`config.mk`:
```
export PLATFORM = sky130hd
export DESIGN_NAME = vpa_ctrl
export DESIGN_NICKNAME = d
export VERILOG_FILES = /design/src/sv/variable_partition_allocator_unit_defines.svh /design/src/sv/vpa_pkg.sv /design/src/sv/vpa_ctrl.sv
export SDC_FILE = /design/constraint.sdc
export NUM_CORES = 1
export LEC_CHECK = 0
export ABC_AREA = 1
export BUFFER_PORTS_ARGS = -buffer_cell sky130_fd_sc_hd__buf_2
export CAP_MARGIN = 20
export CORE_UTILIZATION = 52
export DETAILED_ROUTE_END_ITERATION = 6
export HOLD_SLACK_MARGIN = 0.06
export PLACE_DENSITY = 0.73
export RECOVER_POWER = 100
export SYNTH_ARGS = -nofsm -noshare
export SYNTH_HDL_FRONTEND = slang
export SYNTH_SLANG_ARGS = --single-unit
```
`constraint.sdc`:
```
create_clock -name clk -period 1.8 [get_ports clk]
set_clock_uncertainty 0.2 [all_clocks]
set_input_delay 0.18 -clock clk [delete_from_list [all_inputs] [get_ports clk]]
set_output_delay 0.18 -clock clk [all_outputs]
set_load 0.01 [all_outputs]
```
`src/sv/variable_partition_allocator_unit_defines.svh`:
```
// Assertion macros for the partition allocator.
// Define NO_ASSERTIONS to compile them out.
`ifndef VARIABLE_PARTITION_ALLOCATOR_UNIT_DEFINES_SVH
`define VARIABLE_PARTITION_ALLOCATOR_UNIT_DEFINES_SVH
`ifndef NO_ASSERTIONS
`define VPA_ASSERT_IMP(lbl, ante, cons, msg) \
  lbl: assert property (@(posedge clk) disable iff (rst) (ante) |-> (cons)) else $error(msg);
`define VPA_ASSERT_NEXT(lbl, ante, cons, msg) \
  lbl: assert property (@(posedge clk) disable iff (rst) (ante) |=> (cons)) else $error(msg);
`else
`define VPA_ASSERT_IMP(lbl, ante, cons, msg)
`define VPA_ASSERT_NEXT(lbl, ante, cons, msg)
`endif
`endif

```
`src/sv/vpa_pkg.sv`:
```
package vpa_pkg;

  // Table sizes and the widths that follow from them.
  localparam int FREE_SLOTS = 64;
  localparam int USED_SLOTS = 64;
  localparam int FREE_AW    = $clog2(FREE_SLOTS);
  localparam int USED_AW    = $clog2(USED_SLOTS);
  localparam int FREE_CW    = $clog2(FREE_SLOTS + 1);
  localparam int USED_CW    = $clog2(USED_SLOTS + 1);
  localparam int SCAN_W     = (FREE_CW > USED_CW) ? FREE_CW : USED_CW;
  localparam int ENTRY_W    = 32;
  localparam int APB_AW     = 3;

  // Fit policies.
  localparam logic [1:0] POLICY_FIRST = 2'd0;
  localparam logic [1:0] POLICY_NEXT  = 2'd1;
  localparam logic [1:0] POLICY_BEST  = 2'd2;

  // Result status codes.
  localparam logic [1:0] STATUS_OK         = 2'd0;
  localparam logic [1:0] STATUS_NO_FIT     = 2'd1;
  localparam logic [1:0] STATUS_FULL       = 2'd2;
  localparam logic [1:0] STATUS_NOT_ALLOC  = 2'd3;

  // Item kinds.
  localparam logic KIND_ALLOC   = 1'b0;
  localparam logic KIND_RELEASE = 1'b1;

  // Register indexes.
  localparam logic REG_FIT_POLICY = 1'b0;
  localparam logic REG_POOL_SIZE  = 1'b1;

  // Reset values of the registers.
  localparam logic [1:0]  POLICY_RESET = POLICY_BEST;
  localparam logic [15:0] POOL_RESET   = 16'd10000;

  localparam logic [6:0] PROBES_MAX = 7'h7F;

  typedef struct packed {
    logic        kind;
    logic [15:0] req_size;
    logic [15:0] release_addr;
  } item_t;

  typedef struct packed {
    logic [1:0]  status;
    logic [15:0] block_addr;
    logic [6:0]  probes;
  } result_t;

  // Datapath operations.
  typedef enum logic [3:0] {
    OP_NONE,
    OP_INIT,
    OP_CHECK,
    OP_ASCAN,
    OP_ACARVE,
    OP_FDOWN,
    OP_RUSCAN,
    OP_RCHK,
    OP_RFSCAN,
    OP_RMERGE,
    OP_FUP,
    OP_RINS,
    OP_UDOWN
  } op_t;

  typedef struct packed {
    op_t  op;
    logic first;
    logic load_item;
    logic load_out;
  } cmd_t;

  typedef struct packed {
    logic done;
    logic is_release;
    logic zero_req;
    logic used_full;
    logic found;
    logic need_remove;
    logic hit;
    logic merge_l;
    logic merge_r;
    logic free_full;
  } stat_t;

endpackage

```
`src/sv/vpa_ctrl.sv`:
```
module vpa_ctrl (
  input  logic           clk,
  input  logic           rst,
  input  logic           in_valid,
  output logic           in_stall,
  output logic           out_valid,
  input  logic           out_stall,
  input  vpa_pkg::stat_t stat,
  output vpa_pkg::cmd_t  cmd
);

  typedef enum logic [13:0] {
    S_INIT   = 14'b00000000000001,
    S_IDLE   = 14'b00000000000010,
    S_CHECK  = 14'b00000000000100,
    S_ASCAN  = 14'b00000000001000,
    S_ACARVE = 14'b00000000010000,
    S_FDOWN  = 14'b00000000100000,
    S_RUSCAN = 14'b00000001000000,
    S_RCHK   = 14'b00000010000000,
    S_RFSCAN = 14'b00000100000000,
    S_RMERGE = 14'b00001000000000,
    S_FUP    = 14'b00010000000000,
    S_RINS   = 14'b00100000000000,
    S_UDOWN  = 14'b01000000000000,
    S_DONE   = 14'b10000000000000
  } state_t;

  state_t state, state_next;
  logic   first;

  // Sequencing of the datapath operations.
  always_comb begin
    state_next    = state;
    cmd.op        = vpa_pkg::OP_NONE;
    cmd.first     = first;
    cmd.load_item = 1'b0;
    cmd.load_out  = 1'b0;
    unique case (state)
      S_INIT: begin
        cmd.op     = vpa_pkg::OP_INIT;
        state_next = S_IDLE;
      end
      S_IDLE: begin
        if (in_valid) begin
          cmd.load_item = 1'b1;
          state_next    = S_CHECK;
        end
      end
      S_CHECK: begin
        cmd.op = vpa_pkg::OP_CHECK;
        if (stat.is_release) begin
          state_next = S_RUSCAN;
        end else if (stat.zero_req || stat.used_full) begin
          state_next = S_DONE;
        end else begin
          state_next = S_ASCAN;
        end
      end
      S_ASCAN: begin
        cmd.op = vpa_pkg::OP_ASCAN;
        if (stat.done) begin
          state_next = S_ACARVE;
        end
      end
      S_ACARVE: begin
        cmd.op     = vpa_pkg::OP_ACARVE;
        state_next = (stat.found && stat.need_remove) ? S_FDOWN : S_DONE;
      end
      S_FDOWN: begin
        cmd.op = vpa_pkg::OP_FDOWN;
        if (stat.done) begin
          state_next = stat.is_release ? S_UDOWN : S_DONE;
        end
      end
      S_RUSCAN: begin
        cmd.op = vpa_pkg::OP_RUSCAN;
        if (stat.done) begin
          state_next = S_RCHK;
        end
      end
      S_RCHK: begin
        cmd.op     = vpa_pkg::OP_RCHK;
        state_next = stat.hit ? S_RFSCAN : S_DONE;
      end
      S_RFSCAN: begin
        cmd.op = vpa_pkg::OP_RFSCAN;
        if (stat.done) begin
          state_next = S_RMERGE;
        end
      end
      S_RMERGE: begin
        cmd.op = vpa_pkg::OP_RMERGE;
        if (stat.merge_l && stat.merge_r) begin
          state_next = S_FDOWN;
        end else if (stat.merge_l || stat.merge_r) begin
          state_next = S_UDOWN;
        end else if (stat.free_full) begin
          state_next = S_DONE;
        end else begin
          state_next = S_FUP;
        end
      end
      S_FUP: begin
        cmd.op = vpa_pkg::OP_FUP;
        if (stat.done) begin
          state_next = S_RINS;
        end
      end
      S_RINS: begin
        cmd.op     = vpa_pkg::OP_RINS;
        state_next = S_UDOWN;
      end
      S_UDOWN: begin
        cmd.op = vpa_pkg::OP_UDOWN;
        if (stat.done) begin
          state_next = S_DONE;
        end
      end
      S_DONE: begin
        if (!out_valid || !out_stall) begin
          cmd.load_out = 1'b1;
          state_next   = S_IDLE;
        end
      end
      default: begin
        state_next = S_INIT;
      end
    endcase
  end

  // State register; the first cycle of each state restarts its operation.
  always_ff @(posedge clk) begin
    if (rst) begin
      state     <= S_INIT;
      first     <= 1'b1;
      out_valid <= 1'b0;
    end else begin
      state <= state_next;
      first <= state_next != state;
      if (cmd.load_out) begin
        out_valid <= 1'b1;
      end else if (!out_stall) begin
        out_valid <= 1'b0;
      end
    end
  end

  assign in_stall = state != S_IDLE;

endmodule

```
==> flow_metrics.tcl <==
set metrics [dict create \
    status "finished with violations" \
    violations "negative setup slack" \
    cp_max_fo 6 \
    final_util_pct 78.3 \
    syn_to_final_growth_pct 43.0 \
    crit_buf_inv 2 \
    drt_iter0_markers 81 \
    cp_slowest_stage_delay_ns 0.36 \
    crit_top_cell "nor2_4" \
    syn_area_mm2 0.00120 \
    ff2ff_setup_slack_ns 0 \
    crit_family "simple AND/OR/NAND/NOR gates" \
    core_area_mm2 0.00219 \
    cts.clk_slew.worst_paths_ns 0.11 \
    postLayoutSetupSlackWorst_ns -0.167 \
    fp.dieH_um 50.0 \
    synth.avg_cell_area_um2 6.45 \
    p_total_uw 838 \
    maxCapViolations 0 \
    p_per_area_mw_per_mm2 489 \
    rr_startpoint "state[13]" \
    grt_usage_pct 32.2 \
    fillerInstances 174 \
    ant_nets 0 \
    rsz0062_at_grt "yes" \
    setup_viol 8 \
    p_clk_share_pct 30.5 \
    cp_cell_sequence "nor2_4, nand2_4, nor2_4, buf_6, nand2_2, nand4_1, buf_2" \
    pwr-share-seq_pct 43.9 \
    slew_headroom_pct 73.8 \
    grt_overflow 0 \
    grt_pass1_vias 1403 \
    pwr-share-comb_pct 25.6 \
    cts_tree "done" \
    gp_congestion 0.905 \
    cp-end-kind "output port" \
    vias 1457 \
    netlist.top_cell.by_area "dfxtp_1" \
    holdPathStages 5 \
    cp_slowest_cell "dfxtp_2" \
    post-route-drc-count 0 \
    synth.area.top_cells "dfxtp_1 27%, nand2_1 13%, nor2_1 11%" \
    synth_nets 202 \
    ys.flop_type "dfxtp_1" \
    dr.pass1.iters 7 \
    nets 255 \
    timing.final.crit_period_ns 1.97 \
    internal_power_uw 578 \
    worst_pin_slew_ns 0.391 \
    crit_path_start_kind "register" \
    crit_type "reg -> out" \
    worstPathArrival_ns 1.59 \
    max_freq_mhz 508 \
    synth.yosys.seq_area_share_pct 26.7 \
    vias_per_cell 5.48 \
    placementRows 17 \
    p_leak_nw 0.858 \
    clockRootBuffer "clkbuf_4" \
    finalCritPeriodShare_pct 109 \
    ir_drop_v 0.000501 \
    die_area_mm2 0.00250 \
    die_w_um 50.0 \
    n_antenna_cell 0 \
    clk_latency_ns 0.30 \
    cts_buffers 3 \
    cts_buffer_depth 2 \
    initial_core_util_pct 54.8 \
    synth_top_area_share_pct 26.7 \
    drt-total-wl_um 3810 \
    wl_per_cell_um 14.3 \
    hold_viol_final 0 \
    switchingPower_uw 260 \
    layoutNonFillerInstCount 266 \
    portBuffers 22 \
    cts.sinks 16 \
    synth_cell_types 29 \
    worst_hold_path.endpoint "state[13]" \
    antenna_found_initial 0 \
    synth_seq_cells 16 \
    grt_pass1_wl_um 6070 \
    synth_edf_count 0 \
    htreeDepth 1 \
    dp_hpwl_um 2540 \
    grt_max_degree 14 \
    dp_cells 237 \
    worst_ep_required_time_ns 1.42 \
    hold_start "stat[6]" \
    layout-drive-gt1-share_pct 37.4 \
    yosys_warnings 0 \
    drv_slew 0 \
    timing.rr.end "state[12]" \
    r2r_cells 11 \
    switching_share_pct 31.0 \
    ys_async_sr_fraction_pct 0 \
    syn_inst 186 \
    hold_class "in -> reg" \
    io_pins 23 \
]
## kinds of logic (layout without fill, tap and decap cells)
| family | Yosys count | count (layout) | synth area share (%) |
|---|---|---|---|
| compound gates | 19 | 19 | 9.49 |
| flops | 16 | 16 | 26.7 |
| simple gates | 122 | 123 | 52.3 |
| fa+ha+maj | 2 | 2 | 2.09 |
| buf+inv | 27 | 78 | 9.38 |
## final cells by class
cell class	count	area [µm²]	share of cell area (%)
Inverter	24	90.1	5.25
Timing Repair Buffer	50	370	21.6
Clock buffer	4	36.3	2.12
Multi-Input combinational cell	144	850	49.5
Sequential cell	16	334	19.5
Tap cell	28	35.0	2.04
## tightest hold or removal path, cell delays in order
cell and delay [ns]:
buf_2 0.07, nor2_1 0.06, nor3_1 0.17, nor3_1 0.08
a21oi_1 0.11
## how the worst max path moves through the flow
stage / start / endpoint / slack [ns] / cells after the start
6_report: state[10] / cmd[5] / -0.17 / 7
5_1_grt: state[10] / cmd[3] / -0.24 / 8
4_1_cts: state[0] / cmd[3] / -0.12 / 8
3_5_place_dp: state[5] / cmd[3] / 0.02 / 7
3_3_place_gp: state[6] / cmd[3] / 0.03 / 7
2_1_floorplan: state[6] / cmd[3] / 0.30 / 6
## timing repair
action / in CTS / in global routing
hold buffers: 11 / 0
endpoints found under the hold margin: 13 / 0
pin swaps: 9 / 5
gates cloned: 1 / 0
gates resized for setup: 23 / 13
endpoints found under the setup margin: 7 / 12
setup buffers: 12 / 1
## through the flow
stage	setup TNS (ns)	worst slack [ns]	area, µm²	hold WS, ns
finish	-0.899	-0.167	1720	0.207
global route	-1.69	-0.236	1720	0.250
CTS	-0.633	-0.118	1660	0.203
detailed placement	0	0.0179	1350	0.269
global placement	0	0.0321	1350	0.261
floorplan	0	0.299	1200	0.0578
## power groups by stage
stage | combinational, mW | sequential [mW] | clock (mW)
2_1_floorplan | 0.0995 | 0.378 | 0
3_3_place_gp | 0.148 | 0.379 | 0
3_5_place_dp | 0.151 | 0.379 | 0
4_1_cts | 0.210 | 0.368 | 0.253
5_1_grt | 0.229 | 0.369 | 0.272
6_report | 0.215 | 0.368 | 0.255
## routing by layer
| metal | vias up | part of all wire, % | global-route usage (%) | routed length, µm |
|---|---|---|---|---|
| met2 | 73 | 49 | 58.7 | 1870 |
| li1 | 703 | - | - | - |
| met5 | - | 0 | 0 | 0 |
| met4 | 0 | 2.8 | 9.52 | 105 |
| met3 | 18 | 9.6 | 5.25 | 366 |
| met1 | 663 | 39 | 37.5 | 1470 |
## sequential cells by signal (all words and copies together) (netlist names)
register and flops:
first 1, out_valid 1, state 14
## synth_stat cells (2+ instances only)
library cell,count
nand2_1,40
nor2_1,34
inv_1,22
nand3_1,17
dfxtp_1,16
a21oi_1,8
nand2_4,6
nand4_1,5
nor2_4,5
nor3_1,4
nand2_2,3
nor2_2,3
o211ai_1,3
ha_1,2
inv_2,2
nand3_2,2
o21ai_1,2
## cell usage in the layout (no fill, tap or decap), drive strengths merged
cell type	instances
a211oi	1
dfxtp	16
dlygate4sd3	11
inv	24
o22ai	1
a21oi	8
nand2	49
nor2	44
o21ai	4
nor4	1
a31oi	1
nand3	19
o211ai	3
o21a	1
buf	37
ha	2
clkbuf	6
nand4	5
and2	1
nor3	4
No activity file was read; power rests on OpenSTA's default activity.
